===== src/hdl/sfc_pkg.sv =====
// shared types, constants and the crc-8 byte update for the status frame checker
// no dependencies; every other file of the block uses this package
package sfc_pkg;

    localparam int STATUS_BYTES_DEF = 8;
    localparam int BYTE_W           = 8;
    localparam int POS_W            = 9;
    localparam int STATUS_W         = 64;
    localparam int VERDICT_W        = 3;

    localparam logic [POS_W-1:0]  POS_MAX      = '1;
    localparam logic [POS_W-1:0]  POS_HEADER   = POS_W'(0);
    localparam logic [POS_W-1:0]  POS_COMMAND  = POS_W'(1);
    localparam logic [POS_W-1:0]  POS_LENGTH   = POS_W'(2);
    localparam logic [POS_W-1:0]  POS_PAYLOAD  = POS_W'(3);
    localparam logic [POS_W-1:0]  POS_MIN_LEN  = POS_W'(4);
    localparam logic [BYTE_W-1:0] CRC_POLY     = 8'h07;
    localparam logic [BYTE_W-1:0] CRC_INIT     = 8'h00;
    localparam logic [BYTE_W-1:0] CRC_TOP_BIT  = 8'h80;

    typedef enum logic [VERDICT_W-1:0] {
        VERDICT_OK        = 3'd0,
        VERDICT_SHORT     = 3'd1,
        VERDICT_BAD_HDR   = 3'd2,
        VERDICT_TRUNCATED = 3'd3,
        VERDICT_CRC_BAD   = 3'd4,
        VERDICT_LEN_SHORT = 3'd5
    } t_verdict;

    typedef struct packed {
        t_verdict              verdict;
        logic [STATUS_W-1:0]   status;
    } t_result;

    // msb-first crc-8 over one byte, no final xor
    function automatic logic [BYTE_W-1:0] crc8_byte(input logic [BYTE_W-1:0] crc,
                                                    input logic [BYTE_W-1:0] b);
        logic [BYTE_W-1:0] c;
        c = crc ^ b;
        for (int i = 0; i < BYTE_W; i++) begin
            if ((c & CRC_TOP_BIT) != '0) begin
                c = (c << 1) ^ CRC_POLY;
            end else begin
                c = c << 1;
            end
        end
        return c;
    endfunction

endpackage


===== src/hdl/sfc_if.sv =====
// valid/ready channel interfaces: received bytes, results and the header config write
// depends on sfc_pkg for widths and types
interface sfc_in_if;
    logic                        valid;
    logic                        ready;
    logic [sfc_pkg::BYTE_W-1:0]  rx_byte;
    logic                        buffer_start;
    logic                        buffer_end;
    modport source (output valid, output rx_byte, output buffer_start, output buffer_end,
                    input ready);
    modport sink   (input valid, input rx_byte, input buffer_start, input buffer_end,
                    output ready);
endinterface

interface sfc_out_if;
    logic                          valid;
    logic                          ready;
    logic [sfc_pkg::VERDICT_W-1:0] verdict;
    logic [sfc_pkg::STATUS_W-1:0]  status_value;
    modport source (output valid, output verdict, output status_value, input ready);
    modport sink   (input valid, input verdict, input status_value, output ready);
endinterface

interface sfc_cfg_if;
    logic                        valid;
    logic                        ready;
    logic [sfc_pkg::BYTE_W-1:0]  expected_header;
    modport source (output valid, output expected_header, input ready);
    modport sink   (input valid, input expected_header, output ready);
endinterface


===== src/hdl/sfc_frame_state.sv =====
// per-buffer tracking: position, length, running crc, check flags and status capture
// depends on sfc_pkg; produces one result on the accepted last byte of a buffer
module sfc_frame_state #(
    parameter int STATUS_BYTES = sfc_pkg::STATUS_BYTES_DEF
) (
    input  logic                         i_clk,
    input  logic                         i_rst_n,
    input  logic                         i_accept,
    input  logic [sfc_pkg::BYTE_W-1:0]   i_rx_byte,
    input  logic                         i_buffer_start,
    input  logic                         i_buffer_end,
    input  logic [sfc_pkg::BYTE_W-1:0]   i_expected_header,
    output logic                         o_result_valid,
    output sfc_pkg::t_result             o_result
);

    localparam int CAP_W = sfc_pkg::BYTE_W * STATUS_BYTES;

    logic [sfc_pkg::POS_W-1:0]  r_pos,     n_pos;
    logic [sfc_pkg::BYTE_W-1:0] r_len,     n_len;
    logic [sfc_pkg::BYTE_W-1:0] r_crc,     n_crc;
    logic                       r_hdr_ok,  n_hdr_ok;
    logic                       r_crc_ok,  n_crc_ok;
    logic                       r_crc_seen, n_crc_seen;
    logic [CAP_W-1:0]           r_cap,     n_cap;

    logic [sfc_pkg::POS_W-1:0]  c_pos;
    logic [sfc_pkg::BYTE_W-1:0] c_len;
    logic [sfc_pkg::BYTE_W-1:0] c_crc;
    logic                       c_hdr_ok, c_crc_ok, c_crc_seen;
    logic [CAP_W-1:0]           c_cap;
    logic [sfc_pkg::POS_W-1:0]  crc_pos;
    logic [sfc_pkg::BYTE_W-1:0] crc_next;
    logic [sfc_pkg::POS_W-1:0]  u_pos;
    logic [sfc_pkg::BYTE_W-1:0] u_len, u_crc;
    logic                       u_hdr_ok, u_crc_ok, u_crc_seen;
    logic [CAP_W-1:0]           u_cap;
    sfc_pkg::t_verdict          verdict;

    // start of buffer clears the state before its byte is taken
    always_comb begin
        if (i_buffer_start) begin
            c_pos      = '0;
            c_len      = '0;
            c_crc      = sfc_pkg::CRC_INIT;
            c_hdr_ok   = 1'b0;
            c_crc_ok   = 1'b0;
            c_crc_seen = 1'b0;
            c_cap      = '0;
        end else begin
            c_pos      = r_pos;
            c_len      = r_len;
            c_crc      = r_crc;
            c_hdr_ok   = r_hdr_ok;
            c_crc_ok   = r_crc_ok;
            c_crc_seen = r_crc_seen;
            c_cap      = r_cap;
        end
    end

    assign crc_pos  = sfc_pkg::POS_PAYLOAD + sfc_pkg::POS_W'(c_len);
    assign crc_next = sfc_pkg::crc8_byte(c_crc, i_rx_byte);

    // payload capture, one byte lane per status byte
    always_comb begin
        u_cap = c_cap;
        for (int k = 0; k < STATUS_BYTES; k++) begin
            if (c_pos == sfc_pkg::POS_PAYLOAD + sfc_pkg::POS_W'(k)) begin
                u_cap[k*sfc_pkg::BYTE_W +: sfc_pkg::BYTE_W] = i_rx_byte;
            end
        end
    end

    always_comb begin
        u_len      = c_len;
        u_crc      = c_crc;
        u_hdr_ok   = c_hdr_ok;
        u_crc_ok   = c_crc_ok;
        u_crc_seen = c_crc_seen;
        if (c_pos == sfc_pkg::POS_HEADER) begin
            u_hdr_ok = (i_rx_byte == i_expected_header);
            u_crc    = crc_next;
        end else if (c_pos == sfc_pkg::POS_COMMAND) begin
            u_crc    = crc_next;
        end else if (c_pos == sfc_pkg::POS_LENGTH) begin
            u_len    = i_rx_byte;
            u_crc    = crc_next;
        end else if (c_pos < crc_pos) begin
            u_crc    = crc_next;
        end else if (c_pos == crc_pos) begin
            u_crc_seen = 1'b1;
            u_crc_ok   = (c_crc == i_rx_byte);
        end
        u_pos = (c_pos < sfc_pkg::POS_MAX) ? c_pos + sfc_pkg::POS_W'(1) : c_pos;
    end

    // checks in priority order
    always_comb begin
        if (u_pos < sfc_pkg::POS_MIN_LEN) begin
            verdict = sfc_pkg::VERDICT_SHORT;
        end else if (!u_hdr_ok) begin
            verdict = sfc_pkg::VERDICT_BAD_HDR;
        end else if (!u_crc_seen) begin
            verdict = sfc_pkg::VERDICT_TRUNCATED;
        end else if (!u_crc_ok) begin
            verdict = sfc_pkg::VERDICT_CRC_BAD;
        end else if (u_len < sfc_pkg::BYTE_W'(STATUS_BYTES)) begin
            verdict = sfc_pkg::VERDICT_LEN_SHORT;
        end else begin
            verdict = sfc_pkg::VERDICT_OK;
        end
    end

    assign o_result_valid = i_accept && i_buffer_end;

    always_comb begin
        o_result.verdict = verdict;
        o_result.status  = (verdict == sfc_pkg::VERDICT_OK) ?
                           sfc_pkg::STATUS_W'(u_cap) : '0;
    end

    // verdict clears the state so the next byte opens a new buffer
    always_comb begin
        n_pos      = r_pos;
        n_len      = r_len;
        n_crc      = r_crc;
        n_hdr_ok   = r_hdr_ok;
        n_crc_ok   = r_crc_ok;
        n_crc_seen = r_crc_seen;
        n_cap      = r_cap;
        if (i_accept) begin
            if (i_buffer_end) begin
                n_pos      = '0;
                n_len      = '0;
                n_crc      = sfc_pkg::CRC_INIT;
                n_hdr_ok   = 1'b0;
                n_crc_ok   = 1'b0;
                n_crc_seen = 1'b0;
                n_cap      = '0;
            end else begin
                n_pos      = u_pos;
                n_len      = u_len;
                n_crc      = u_crc;
                n_hdr_ok   = u_hdr_ok;
                n_crc_ok   = u_crc_ok;
                n_crc_seen = u_crc_seen;
                n_cap      = u_cap;
            end
        end
    end

    always_ff @(posedge i_clk) begin
        if (!i_rst_n) begin
            r_pos      <= '0;
            r_len      <= '0;
            r_crc      <= sfc_pkg::CRC_INIT;
            r_hdr_ok   <= 1'b0;
            r_crc_ok   <= 1'b0;
            r_crc_seen <= 1'b0;
            r_cap      <= '0;
        end else begin
            r_pos      <= n_pos;
            r_len      <= n_len;
            r_crc      <= n_crc;
            r_hdr_ok   <= n_hdr_ok;
            r_crc_ok   <= n_crc_ok;
            r_crc_seen <= n_crc_seen;
            r_cap      <= n_cap;
        end
    end

endmodule


===== src/hdl/sfc_out_reg.sv =====
// result register between the checker and the downstream sink
// depends on sfc_pkg for the result type
module sfc_out_reg (
    input  logic              i_clk,
    input  logic              i_rst_n,
    input  logic              i_load,
    input  sfc_pkg::t_result  i_data,
    output logic              o_can_load,
    output logic              o_valid,
    input  logic              i_ready,
    output sfc_pkg::t_result  o_data
);

    logic             r_valid, n_valid;
    sfc_pkg::t_result r_data,  n_data;

    assign o_can_load = !r_valid || i_ready;

    always_comb begin
        n_valid = r_valid;
        n_data  = r_data;
        if (o_can_load) begin
            n_valid = i_load;
            if (i_load) begin
                n_data = i_data;
            end
        end
    end

    always_ff @(posedge i_clk) begin
        if (!i_rst_n) begin
            r_valid <= 1'b0;
        end else begin
            r_valid <= n_valid;
        end
    end

    always_ff @(posedge i_clk) begin
        r_data <= n_data;
    end

    assign o_valid = r_valid;
    assign o_data  = r_data;

endmodule


===== src/hdl/status_frame_checker_crc8.sv =====
// a verdict is registered and shown in the cycle after the transfer of the buffer's last byte
// throughput: one byte per cycle unless the input stalls; the crc-8 byte update and the checks are combinational
// the input stalls only while a finished verdict waits in the result register
// reset (synchronous, active low) clears the frame state, the result register's valid
// flag and the expected header, which starts at zero
module status_frame_checker_crc8 #(
    parameter int STATUS_BYTES = sfc_pkg::STATUS_BYTES_DEF
) (
    input  logic          i_clk,
    input  logic          i_rst_n,
    sfc_in_if.sink        i_rx,
    sfc_out_if.source     o_res,
    sfc_cfg_if.sink       i_cfg
);

    // expected header register, written through its own channel
    logic [sfc_pkg::BYTE_W-1:0] r_header, n_header;

    // byte transfer and result handoff
    logic              rx_accept;
    logic              can_load;
    logic              result_valid;
    sfc_pkg::t_result  result;
    sfc_pkg::t_result  res_data;

    assign i_cfg.ready = 1'b1;

    always_comb begin
        n_header = r_header;
        if (i_cfg.valid) begin
            n_header = i_cfg.expected_header;
        end
    end

    always_ff @(posedge i_clk) begin
        if (!i_rst_n) begin
            r_header <= '0;
        end else begin
            r_header <= n_header;
        end
    end

    // a byte is taken whenever the result register can take a verdict
    assign i_rx.ready = can_load;
    assign rx_accept  = i_rx.valid && can_load;

    sfc_frame_state #(
        .STATUS_BYTES (STATUS_BYTES)
    ) u_state (
        .i_clk             (i_clk),
        .i_rst_n           (i_rst_n),
        .i_accept          (rx_accept),
        .i_rx_byte         (i_rx.rx_byte),
        .i_buffer_start    (i_rx.buffer_start),
        .i_buffer_end      (i_rx.buffer_end),
        .i_expected_header (r_header),
        .o_result_valid    (result_valid),
        .o_result          (result)
    );

    // result register: a byte is taken with a verdict held only if the sink takes it
    sfc_out_reg u_out (
        .i_clk      (i_clk),
        .i_rst_n    (i_rst_n),
        .i_load     (result_valid),
        .i_data     (result),
        .o_can_load (can_load),
        .o_valid    (o_res.valid),
        .i_ready    (o_res.ready),
        .o_data     (res_data)
    );

    assign o_res.verdict      = res_data.verdict;
    assign o_res.status_value = res_data.status;

endmodule


===== src/flat_wrapper.sv =====
// flat-port wrapper written by rule: the top's interface ports become plain ports
module status_frame_checker_crc8_flat 
#(
    parameter int STATUS_BYTES = sfc_pkg::STATUS_BYTES_DEF
)
  (i_clk, i_rst_n, i_rx_valid, i_rx_rx_byte, i_rx_buffer_start, i_rx_buffer_end, i_rx_ready, o_res_valid, o_res_verdict, o_res_status_value, o_res_ready, i_cfg_valid, i_cfg_expected_header, i_cfg_ready);
  sfc_in_if i_rx_i ();
  sfc_out_if o_res_i ();
  sfc_cfg_if i_cfg_i ();
  input  logic i_clk;
  input  logic i_rst_n;
  input wire logic [$bits(i_rx_i.valid)-1:0] i_rx_valid;
  input wire logic [$bits(i_rx_i.rx_byte)-1:0] i_rx_rx_byte;
  input wire logic [$bits(i_rx_i.buffer_start)-1:0] i_rx_buffer_start;
  input wire logic [$bits(i_rx_i.buffer_end)-1:0] i_rx_buffer_end;
  output wire logic [$bits(i_rx_i.ready)-1:0] i_rx_ready;
  output wire logic [$bits(o_res_i.valid)-1:0] o_res_valid;
  output wire logic [$bits(o_res_i.verdict)-1:0] o_res_verdict;
  output wire logic [$bits(o_res_i.status_value)-1:0] o_res_status_value;
  input wire logic [$bits(o_res_i.ready)-1:0] o_res_ready;
  input wire logic [$bits(i_cfg_i.valid)-1:0] i_cfg_valid;
  input wire logic [$bits(i_cfg_i.expected_header)-1:0] i_cfg_expected_header;
  output wire logic [$bits(i_cfg_i.ready)-1:0] i_cfg_ready;
  assign i_rx_i.valid = i_rx_valid;
  assign i_rx_i.rx_byte = i_rx_rx_byte;
  assign i_rx_i.buffer_start = i_rx_buffer_start;
  assign i_rx_i.buffer_end = i_rx_buffer_end;
  assign i_rx_ready = i_rx_i.ready;
  assign o_res_valid = o_res_i.valid;
  assign o_res_verdict = o_res_i.verdict;
  assign o_res_status_value = o_res_i.status_value;
  assign o_res_i.ready = o_res_ready;
  assign i_cfg_i.valid = i_cfg_valid;
  assign i_cfg_i.expected_header = i_cfg_expected_header;
  assign i_cfg_ready = i_cfg_i.ready;
  status_frame_checker_crc8 #(.STATUS_BYTES(STATUS_BYTES)) u_core (.i_clk(i_clk), .i_rst_n(i_rst_n), .i_rx(i_rx_i), .o_res(o_res_i), .i_cfg(i_cfg_i));
endmodule

===== config.mk =====
export PLATFORM = sky130hd
export DESIGN_NAME = status_frame_checker_crc8_flat
export DESIGN_NICKNAME = d
export VERILOG_FILES = /design/src/hdl/sfc_pkg.sv /design/src/hdl/sfc_if.sv /design/src/hdl/sfc_frame_state.sv /design/src/hdl/sfc_out_reg.sv /design/src/hdl/status_frame_checker_crc8.sv /design/src/flat_wrapper.sv
export SDC_FILE = /design/constraint.sdc
export NUM_CORES = 1
export LEC_CHECK = 0
export ABC_AREA = 1
export BUFFER_PORTS_ARGS = -buffer_cell sky130_fd_sc_hd__buf_2
export CAP_MARGIN = 20
export CELL_PAD_IN_SITES_DETAIL_PLACEMENT = 1
export CELL_PAD_IN_SITES_GLOBAL_PLACEMENT = 1
export CORE_ASPECT_RATIO = 1.25
export CORE_MARGIN = 5
export CORE_UTILIZATION = 47
export DETAILED_ROUTE_END_ITERATION = 7
export PLACE_DENSITY = 0.81
export SETUP_SLACK_MARGIN = 0.2
export SLEW_MARGIN = 20
export SYNTH_ARGS = -nofsm -noshare
export SYNTH_HDL_FRONTEND = slang
export SYNTH_HIERARCHICAL = 1
export SYNTH_SLANG_ARGS = --single-unit

===== constraint.sdc =====
create_clock -name i_clk -period 10 [get_ports i_clk]
set_input_delay 0 -clock i_clk [delete_from_list [all_inputs] [get_ports i_clk]]
set_output_delay 0 -clock i_clk [all_outputs]
set_load 0.05 [all_outputs]

Yosys cells after proc, flatten, opt, wreduce, memory -nomap -nowiden

Cells that the tools add are included.

Flip-flop bits (word level): 168
Word-level logic and storage cells: 100

$add $sub $neg: 2
Magnitude comparators: 4
Equal/unequal tests: 13
Muxes and demuxes: 54
Bitwise gates (word level): 9
Reductions and logical operators: 7

Operators with widths:

| cell                | count |
|---|---|
| $mux 8              | 19 |
| $mux 64             | 2 |
| $mux 3              | 13 |
| $eq 9x3->1 const B  | 4 |
| $eq 9x4->1 const B  | 3 |
| $mux 9              | 3 |
| $not 3->3           | 8 |
| $eq 9x2->1 const B  | 2 |
| $mux 1              | 17 |
| $eq 8x8->1          | 2 |
| $add 2x8->9 const A | 1 |
| $add 9x1->9 const B | 1 |
| $eq 9x1->1 const B  | 1 |
| $eq 9x9->1          | 1 |
| $logic_not 9->1     | 1 |
| $lt 9x3->1 const B  | 1 |
| $lt 9x9->1          | 1 |
| $lt 9x9->1 const B  | 1 |
| $lt 8x4->1 const B  | 1 |
| $xor 8x8->8         | 1 |
| $logic_not 3->1     | 1 |
| $logic_and 1x1->1   | 2 |
| $reduce_and 2->1    | 1 |
| $logic_not 1->1     | 1 |
| $logic_or 1x1->1    | 1 |

Longest topological paths before layout

Gate-level depths: netlist of the first run.

Depth after elaboration: 23
Depth in mapped cells: 32
Mapped depth without buffers: 29

Modules after synthesis

Netlist of the first run, hierarchy kept.

Modules (own cells, without submodules):

| module                    | instances | cells each | area an instance (µm²) | seq. area each (µm²) |
|---|---|---|---|---|
| sfc_frame_state           | 1         | 975        | 6113.4                 | 1841.8 |
| sfc_out_reg               | 1         | 74         | 2063.2                 | 2031.9 |
| status_frame_checker_crc8 | 1         | 55         | 375.4                  | 160.2 |

Least setup slack after synthesis of the first run

Ideal clock, no wire load.

Kind: reg-to-reg
From: register u_core.u_out.r_valid (netlist: u_core/u_out/o_valid)
To: register u_core.u_out.r_data, in the netlist u_core/u_out/o_data[0] (enable)
Setup time: 0.514 ns
Data arrival time: 4.354 ns
Setup slack: 5.132 ns
Stages on the path, launching flop included: 8
Clock period less this slack: 4.868 ns
Path through: dfxtp_1 > nand2_2 > nand2_1 > inv_1 > nand2_1 > inv_1 > inv_1 > a21oi_1

Word-level cells in the longest chain between the ends: 5

RTL lines:

| item                              | RTL line                        | source |
|---|---|---|
| from (decl)                       | sfc_out_reg.sv:14               | `logic r_valid, n_valid;` |
| from (signal assigned)            | sfc_out_reg.sv:34               | `r_valid <= n_valid;` |
| $logic_not 1->1                   | sfc_out_reg.sv:17               | `assign o_can_load = !r_valid \|\| i_ready;` |
| $logic_or 1x1->1                  | sfc_out_reg.sv:17               |  |
| net i_rx_ready                    | flat_wrapper.sv:16              | `output wire logic [$bits(i_rx_i.ready)-1:0] i_rx_ready;` |
| $logic_and 1x1->1                 | status_frame_checker_crc8.sv:45 | `assign rx_accept = i_rx.valid && can_load;` |
| net u_core.rx_accept              | status_frame_checker_crc8.sv:20 | `logic rx_accept;` |
| $logic_and 1x1->1                 | sfc_frame_state.sv:114          | `assign o_result_valid = i_accept && i_buffer_end;` |
| net u_core.result_valid           | status_frame_checker_crc8.sv:22 | `logic result_valid;` |
| $reduce_and 2->1 (no source line) | n/a                             |  |
| to (signal assigned)              | sfc_out_reg.sv:39               | `r_data <= n_data;` |
| to (decl)                         | sfc_out_reg.sv:15               | `sfc_pkg::t_result r_data, n_data;` |

The timed path passes the listed nets, and every way through them passes these cells.
A chain may end at the register's enable or synchronous reset.

Worst setup path after layout of the first run

From: input port i_rx_buffer_start
To: register u_core.u_out.r_data, in the netlist u_core/u_out/o_data[0], data pin

Word-level cells in the longest chain between the ends: 13

RTL lines:

| item                                                                 | RTL line           | source |
|---|---|---|
| from (decl)                                                          | flat_wrapper.sv:14 | `input wire logic [$bits(i_rx_i.buffer_start)-1:0] i_rx_buffer_start;` |
| parallel branches: the longest is 13 deep, another holds $add 2x8->9 | n/a                |  |

Parallel ways; which one is timed is not known.

==> results_dict.tcl, run 1 <==
set metrics [dict create \
    hp-class "input pin to register" \
    rows 55 \
    grt_pass1_vias 8057 \
    cts_setup_buffers 0 \
    cts_root_buf "clkbuf_16" \
    cpLargestDelayFamily "simple AND/OR/NAND/NOR gates" \
    tns_ps 0 \
    grt.overflow.total 0 \
    maxClockFrequency_mhz 221 \
    skew_ps 12.1 \
    htreeDepth 4 \
    cts.sinks 168 \
    routed_via_density 5.38 \
    cts_tree "done" \
    worstMarginPinSlew_ps 1060 \
    port_buffers 91 \
    timing.hold.ws_ps 53.2 \
    finalHoldViolCount 0 \
    synth_fp_nets 1143 \
    synth_warnings 6 \
    synthCells 1104 \
    p_leak_nw 3.66 \
    drtIter0Drc 471 \
    worst-endpoint-arrival_ps 4650 \
    synth-seq-cells 168 \
    diodes 0 \
    synthFlopType "dfxtp_1" \
    gp_congestion 0.806 \
    postCtsResizedCells 0 \
    cpPeakStageDelay_ps 760 \
    pwr_density_cell_nw_per_um2 165 \
    clock_path_buffers 2 \
    worstHoldPathCells 6 \
    nNetsFinal 1228 \
    cp-start-kind "input pin" \
    wl_per_cell_microns 17.6 \
    drt_first_pass_iters 5 \
    hpwlAfterDp_mm 14.8 \
    setup_violations 0 \
    numCtsBuffers 17 \
    path_buf_inv 10 \
    avgSynthCellArea_sq_um 7.75 \
    ir_drop_v 0.000106 \
    layout_common_cells "279 x nand2_1, 126 x inv_1, 104 x a21oi_1, 101 x dfxtp_1, 91 x buf_2" \
    start_util_pct 47.4 \
    synth.distinct_cells 36 \
    clk_latency_ps 430 \
    hold_buffers 28 \
    cp_slowest_cell "buf_4" \
    route.detailed.drc 0 \
    worstSetupEndpointType "register" \
    rsz0062_at_grt "false" \
    pin_count 93 \
    grtUsageTotal_pct 24.3 \
    clk_pin_slew_ps 70 \
    path_class "input pin to register" \
    ant_nets 0 \
    antenna_found_initial 1 \
    worstPathMaxFanout 93 \
    areaGrowthSynthToFinish_pct 16.8 \
    outcome "completed" \
    period_share_pct 45.2 \
    dieArea_sq_um 21000 \
    core_sq_um 18000 \
    layout_commonest_cell "nand2_1" \
    slew-limit-headroom_pct 29.4 \
    grt_pass1_wl_mm 40.5 \
    ys_seq_area_share_pct 47.2 \
    async_flop_share_pct 0 \
    crit_required_ps 10140 \
    fin_crit_ps 4520 \
    drt_wl_total_mm 25.1 \
    finalMaxSlewViolations 0 \
    synth_edf_count 67 \
    synthesis.area_sq_um 8550 \
    reg2regPathDepth 28 \
    max_cap_viol_count 0 \
    dr_total_vias 7689 \
    fp.dieW_microns 131 \
    die_h_microns 161 \
    drive_gt1_share_pct 17.3 \
    crit_cells 31 \
    grt_max_degree 94 \
]
flip-flops by register name (all words and copies together), names as in the netlist:
name / count
u_core/u_out/o_data: 67
u_core/u_state/r_cap: 64
u_core/u_state/r_pos: 9
u_core/r_header: 8
u_core/u_state/r_crc: 8
u_core/u_state/r_len: 8
u_core/u_out/o_valid: 1
u_core/u_state/r_crc_ok: 1
u_core/u_state/r_crc_seen: 1
u_core/u_state/r_hdr_ok: 1
path summary, 6_finish.rpt:
path	from	endpoint	slack (ps)
worst min register to register	u_core/u_state/r_len[5]	u_core/u_state/r_len[5]	470
worst max register to register	u_core/u_state/r_len[0]	u_core/u_out/o_data[0]	5840
worst min-delay path	i_rx_buffer_start	u_core/u_state/r_len[6]	50
worst max-delay path	i_rx_buffer_start	u_core/u_out/o_data[0]	5480
kinds of logic (layout without fill, tap and decap cells):
group	Yosys count	after routing	synth area share, %
AND/OR/NAND/NOR	506	506	26.3
XOR/XNOR	32	32	3.37
adder cells (fa/ha/maj)	16	16	2.34
flip-flops	168	168	47.2
other	1	1	0.0438
AO/OA/AOI/OAI	191	191	11.3
buffers and inverters	190	288	9.47
cell type report:
class                      instances  area, sq um
clock buffer                      18          429
clock inverter                    14          238
fill                            2274         8040
inverter                         131          492
multi-input combinational        746         3730
sequential                       168         4030
tap                              228          285
timing repair buffer             125          781
cell usage after synthesis, types with 2 or more instances:
master	n	area [sq um]
nor2_2	61	382
nor3_1	2	10.0
nor2_4	2	22.5
xnor2_1	12	105
dfxtp_1	101	2020
buf_6	9	101
buf_1	5	18.8
buf_2	2	10.0
nand3_1	84	420
buf_8	2	30.0
inv_1	128	480
inv_2	2	7.51
clkbuf_1	40	150
edfxtp_1	67	2010
nand2_2	5	31.3
nand3b_1	2	15.0
nor2_1	57	214
o21ai_2	2	17.5
nand2_1	279	1050
xor2_1	19	166
ha_1	16	200
nand4_1	8	50.1
o21ai_0	82	410
a21oi_1	105	526
worst min-delay path, stage by stage:
cell	delay, ps
buf_2	140
nor2_1	60
nand2_1	70
o21ai_2	60
nand2_1	50
a21oi_1	50
power by group:
part,switching [mW],leakage (nW),internal [mW]
combinational,0.120,1.90,0.0404
clock,0.299,0.320,0.451
sequential,0.00652,1.44,0.726
total,0.425,3.66,1.22
stage by stage:
step | instance area [sq um] | setup WS, ps | util (%) | power [mW] | std cells
3_5_place_dp | 9040 | 5110 | 50.1 | 0.896 | 1370
4_1_cts | 9990 | 5510 | 55.4 | 1.65 | 1430
2_1_floorplan | 8550 | 5130 | - | 0.857 | 1104
5_1_grt | 9990 | 4890 | 55.4 | 1.70 | 1430
3_3_place_gp | 9040 | 5330 | 50.1 | 0.892 | 1370
6_report | 9990 | 5480 | 55.4 | 1.64 | 1430
routing by layer:
layer  up-vias  wire length (microns)  GRT usage (%)
li1       3708                      -              -
met5         -                     13              0
met2       176                  13100           43.7
met3        49                   1030           4.09
met4         2                    731           8.75
met1      3754                  10300           28.5
Note: power is estimated with default switching activity, not from simulation.
==> run 2, diff against run 1 <==
--- a/config.mk
+++ b/config.mk
@@ -12,9 +12,9 @@
 export CELL_PAD_IN_SITES_GLOBAL_PLACEMENT = 1
 export CORE_ASPECT_RATIO = 1.25
 export CORE_MARGIN = 5
-export CORE_UTILIZATION = 47
+export CORE_UTILIZATION = 44
 export DETAILED_ROUTE_END_ITERATION = 7
-export PLACE_DENSITY = 0.81
+export PLACE_DENSITY = 0.77
 export SETUP_SLACK_MARGIN = 0.2
 export SLEW_MARGIN = 20
 export SYNTH_ARGS = -nofsm -noshare
==> constraint.sdc (replaced) <==
create_clock -name i_clk -period 4.6 [get_ports i_clk]
set_input_delay 0 -clock i_clk [delete_from_list [all_inputs] [get_ports i_clk]]
set_output_delay 0 -clock i_clk [all_outputs]
set_load 0.05 [all_outputs]
==> run 2 against run 1 <==
Compared with the run above:
- final area is 0.63% higher
- sequential cell count did not move
- power rose by 110%
- sequential power increased by 120%
- global-route usage is 2.1 points lower
- critical endpoint is now u_core/u_out/o_data[15]
- non-clock buffer count increased by 3
- via count is 2.4% lower
- final cell count rose by 0.77%
- clock power up 110%
- the flow now finishes with violations (hold timing)
- clock-buffer cell count stayed put
==> results_dict.tcl, run 2 (same netlist as run 1, synthesis figures left out) <==
set metrics [dict create \
    setup_violations 0 \
    max_cap_viol_count 0 \
    outcome "finished with violations" \
    timing.hold.ws_ps -0.0479 \
    cts_setup_buffers 0 \
    skew_ps 10.4 \
    ant_nets 0 \
    ir_drop_v 0.000241 \
    worstMarginPinSlew_ps 1020 \
    grt_pass1_vias 7793 \
    maxClockFrequency_mhz 271 \
    cts_tree "done" \
    place_inst 1380 \
    pin_count 93 \
    regArea_sq_um 4030 \
    clock_path_buffers 2 \
    worstHoldPathCells 4 \
    hpwlAfterDp_mm 15.6 \
    gp_congestion 0.797 \
    layout_commonest_cell "nand2_1" \
    layout_common_cells "279 x nand2_1, 126 x inv_1, 104 x a21oi_1, 101 x dfxtp_1, 91 x buf_2" \
    placed_area_sq_um 9100 \
    worstPathMaxFanout 31 \
    core_sq_um 19300 \
    start_util_pct 44.4 \
    grt_max_degree 93 \
    hp-class "input pin to register" \
    crit_required_ps 4890 \
    antenna_found_initial 0 \
    fill_cells 2398 \
    p_leak_nw 3.71 \
    route.detailed.drc 0 \
    multi_input_area_sq_um 3730 \
    drt_first_pass_iters 4 \
    wl_per_cell_microns 17.1 \
    clk_latency_ps 430 \
    cpLargestDelayFamily "simple AND/OR/NAND/NOR gates" \
    nNetsFinal 1231 \
    worstSetupEndpointType "register" \
    path_class "register to register" \
    cp-start-kind "register" \
    dieArea_sq_um 22300 \
    clk_pin_slew_ps 70 \
    cts_root_buf "clkbuf_16" \
    tns_ps 0 \
    finalHoldViolCount 1 \
    rows 57 \
    htreeDepth 4 \
    port_buffers 91 \
    finalMaxSlewViolations 0 \
    grt.overflow.total 0 \
    fin_crit_ps 3690 \
    fin_area_sq_um 10000 \
    period_share_pct 80.3 \
    largest_reg_flops 67 \
    rsz0062_at_grt "false" \
    fp.dieW_microns 135 \
    drtIter0Drc 505 \
    cts.sinks 168 \
    drive_gt1_share_pct 17.5 \
    die_h_microns 166 \
    worst-endpoint-arrival_ps 3980 \
    grt_pass1_wl_mm 40.1 \
    cp_slowest_cell "dfxtp_1" \
    areaGrowthSynthToFinish_pct 17.5 \
    slew-limit-headroom_pct 31.7 \
    violations "hold timing" \
    numCtsBuffers 17 \
    finalNonFillerCells 1441 \
    drt_wl_total_mm 24.6 \
    pwr_density_cell_nw_per_um2 349 \
    dr_total_vias 7504 \
    cpPeakStageDelay_ps 330 \
    reg2regPathDepth 27 \
    path_buf_inv 7 \
    grtUsageTotal_pct 22.2 \
    diodes 0 \
    crit_cells 27 \
    routed_via_density 5.21 \
]
[run 2: area by class of cell]
type | count | area share (%)
Clock buffer | 18 | 4.27
Clock inverter | 14 | 2.09
Inverter | 131 | 4.89
Multi-Input combinational cell | 746 | 37.1
Sequential cell | 168 | 40.1
Tap cell | 236 | 2.94
Timing Repair Buffer | 128 | 8.57
[run 2: metal layers]
layer  track usage [%]  up-vias  part of all wire [%]
li1                  -     3713                     -
met1              26.7     3624                    42
met2              40.5      128                    53
met3              3.58       39                   3.2
met4              6.38        0                   2.0
met5                 0        -                     0
[run 2: path summary, 6_finish.rpt]
kind	end	slack, ps	from
setup / recovery	u_core/u_out/o_data[15]	910	u_core/u_state/r_len[0]
hold / removal	u_core/u_state/r_cap[30]	-0.05	i_rx_buffer_end
setup reg to reg	u_core/u_out/o_data[15]	910	u_core/u_state/r_len[0]
hold reg to reg	u_core/u_state/r_len[4]	470	u_core/u_state/r_len[4]
[run 2: worst min-delay path, delay by kind of cell]
family,cells,cell delay [ps]
and+or+nand+nor,2,200
buffers and inverters,1,110
AOI/OAI and AO/OA,1,50
[run 2: stage by stage]
step	total power [mW]	worst slack [ps]	utilization, %	hold WS (ps)
CTS	3.53	908	52.0	0.781
finish	3.50	908	52.2	-0.0479
global route	3.62	446	52.2	10.3
detailed placement	1.94	897	47.3	295
global placement	1.94	955	47.3	288
floorplan	1.85	1230	-	122
[run 2: repair_timing]
item	4_1_cts	5_1_grt
resized for setup	0	0
hold buffers	28	0
endpoints found under the hold margin	12	0
[run 2: power breakdown]
part / leakage, nW / internal [mW] / total (mW) / switching (mW)
Sequential: 1.45 / 1.58 / 1.59 / 0.0127
Combinational: 1.94 / 0.0912 / 0.349 / 0.258
Clock: 0.311 / 0.927 / 1.56 / 0.637
==> run 3, diff against run 2 <==
--- a/config.mk
+++ b/config.mk
@@ -12,9 +12,9 @@
 export CELL_PAD_IN_SITES_GLOBAL_PLACEMENT = 1
 export CORE_ASPECT_RATIO = 1.25
 export CORE_MARGIN = 5
-export CORE_UTILIZATION = 44
+export CORE_UTILIZATION = 39
 export DETAILED_ROUTE_END_ITERATION = 7
-export PLACE_DENSITY = 0.77
+export PLACE_DENSITY = 0.72
 export SETUP_SLACK_MARGIN = 0.2
 export SLEW_MARGIN = 20
 export SYNTH_ARGS = -nofsm -noshare
==> constraint.sdc (replaced) <==
create_clock -name i_clk -period 3 [get_ports i_clk]
set_input_delay 0 -clock i_clk [delete_from_list [all_inputs] [get_ports i_clk]]
set_output_delay 0 -clock i_clk [all_outputs]
set_load 0.05 [all_outputs]
==> run 3 against run 2 <==
Compared with the run above:
- the run ends with setup timing left
- sequential cell count did not move
- largest cell class unchanged
- largest power group unchanged
- critical endpoint is now u_core/u_out/o_data[53]
- global-route usage fell by 1.6 points
- sequential share of layout area fell by 3.7 points
- first-iteration DRC count fell by 14%
- routed wire length rose by 5.9%
- setup slack got worse by 1300 ps
==> results_dict.tcl, run 3 (same netlist as run 1, synthesis figures left out) <==
set metrics [dict create \
    outcome "finished with violations" \
    violations "setup timing" \
    worstMarginPinSlew_ps 804 \
    cp_slowest_cell "dfxtp_2" \
    cts.sinks 168 \
    cp-start-kind "register" \
    p_leak_nw 4.23 \
    numCtsBuffers 17 \
    largest_reg_flops 67 \
    fin_crit_ps 3360 \
    timing.hold.ws_ps 13.0 \
    clk_pin_slew_ps 60 \
    cp_common_cell "nand2_2" \
    setup_violations 75 \
    diodes 0 \
    start_util_pct 39.7 \
    finalHoldViolCount 0 \
    cts_root_buf "clkbuf_16" \
    core_sq_um 21500 \
    pin_count 93 \
    port_buffers 91 \
    ant_nets 0 \
    drt_wl_total_mm 26.1 \
    areaGrowthSynthToFinish_pct 29.7 \
    clock_path_buffers 2 \
    hp-class "input pin to register" \
    rows 60 \
    grt_pass1_vias 8232 \
    fin_area_sq_um 11100 \
    drive_gt1_share_pct 26.2 \
    layout_commonest_cell "nand2_1" \
    gp_congestion 0.843 \
    regArea_sq_um 4040 \
    multi_input_area_sq_um 3880 \
    place_inst 1496 \
    worst-endpoint-arrival_ps 3540 \
    period_share_pct 112 \
    placed_area_sq_um 9750 \
    finalNonFillerCells 1578 \
    ir_drop_v 0.000387 \
    fill_cells 2633 \
    grt.overflow.total 0 \
    slew-limit-headroom_pct 46.4 \
    dr_total_vias 7912 \
    drt_first_pass_iters 5 \
    max_cap_viol_count 0 \
    routed_via_density 5.01 \
    grt_pass1_wl_mm 41.4 \
    htreeDepth 4 \
    path_class "register to register" \
    die_h_microns 176 \
    final_util_pct 51.5 \
    hpwlAfterDp_mm 16.5 \
    dpl_worst_slack_ps -291 \
    pwr_density_cell_nw_per_um2 469 \
    drtIter0Drc 432 \
    route.detailed.drc 0 \
    layout_common_cells "268 x nand2_1, 125 x inv_1, 100 x a21oi_1, 99 x dfxtp_1, 91 x buf_2" \
    crit_required_ps 3190 \
    timing.final.ws_setup_ps -356 \
    grt_max_degree 68 \
    skew_ps 13.4 \
    cts_tree "done" \
    maxClockFrequency_mhz 298 \
    worstPathMaxFanout 8 \
    rsz0062_at_grt "true" \
    nNetsFinal 1325 \
    grtUsageTotal_pct 20.6 \
    antenna_found_initial 0 \
    wl_per_cell_microns 16.5 \
    fp.dieW_microns 142 \
    clk_latency_ps 430 \
    cpPeakStageDelay_ps 330 \
    finalMaxSlewViolations 0 \
    worstSetupEndpointType "register" \
    dieArea_sq_um 25000 \
]
==> run 3: where the power goes <==
group / switching (mW) / leakage [nW] / total, mW / internal (mW)
clock network: 0.951 / 0.288 / 2.20 / 1.25
registers: 0.0204 / 1.44 / 2.44 / 2.42
logic: 0.406 / 2.50 / 0.563 / 0.158
total: 1.38 / 4.23 / 5.20 / 3.83
==> run 3: timing repair <==
item / in CTS / in global routing
resized for setup: 46 / 10
cloned: 5 / 1
buffers inserted: 17 / 1
endpoints found under the hold margin: 10 / 0
pin swaps: 10 / 12
setup endpoints to repair: 75 / 77
hold buffers: 26 / 0
==> run 3: final cells by class <==
class	count	area share, %
Clock inverter	11	0.993
Tap cell	279	3.15
Timing Repair Buffer	222	15.7
Clock buffer	21	4.34
Sequential cell	168	36.4
Inverter	131	4.46
Multi-Input combinational cell	746	35.0
==> run 3: final timing paths <==
path	from	end	slack, ps	cells after the start
max reg2reg	u_core/u_state/r_len[1]	u_core/u_out/o_data[53]	-360	29
min reg2reg	u_core/u_state/r_cap[45]	u_core/u_state/r_cap[45]	470	2
min	i_rx_buffer_end	u_core/u_out/o_valid	10	5
max	u_core/u_state/r_len[1]	u_core/u_out/o_data[53]	-360	29
==> run 3: through the flow <==
| stage | TNS [ps] | power (mW) |
|---|---|---|
| 2_1_floorplan | 0 | 2.85 |
| 3_3_place_gp | -8720 | 3.01 |
| 3_5_place_dp | -16140 | 3.02 |
| 4_1_cts | -11490 | 5.25 |
| 5_1_grt | -43910 | 5.38 |
| 6_report | -22720 | 5.20 |
==> run 3: worst max-delay path: cells and delay by family (launching register included) <==
| kind | cells | cell delay (ps) |
|---|---|---|
| buf+inv | 8 | 680 |
| fa+ha+maj | 1 | 300 |
| flops | 1 | 330 |
| simple gates | 20 | 1790 |
==> run 3: per-layer routing <==
layer,wire [microns],global-route usage (%),vias up,part of all wire (%)
met5,0,0,-,0
met4,497,6.06,0,1.9
met3,797,2.94,31,3.1
met2,14000,38.4,125,54
met1,10800,24.3,3854,41
li1,-,-,3902,-
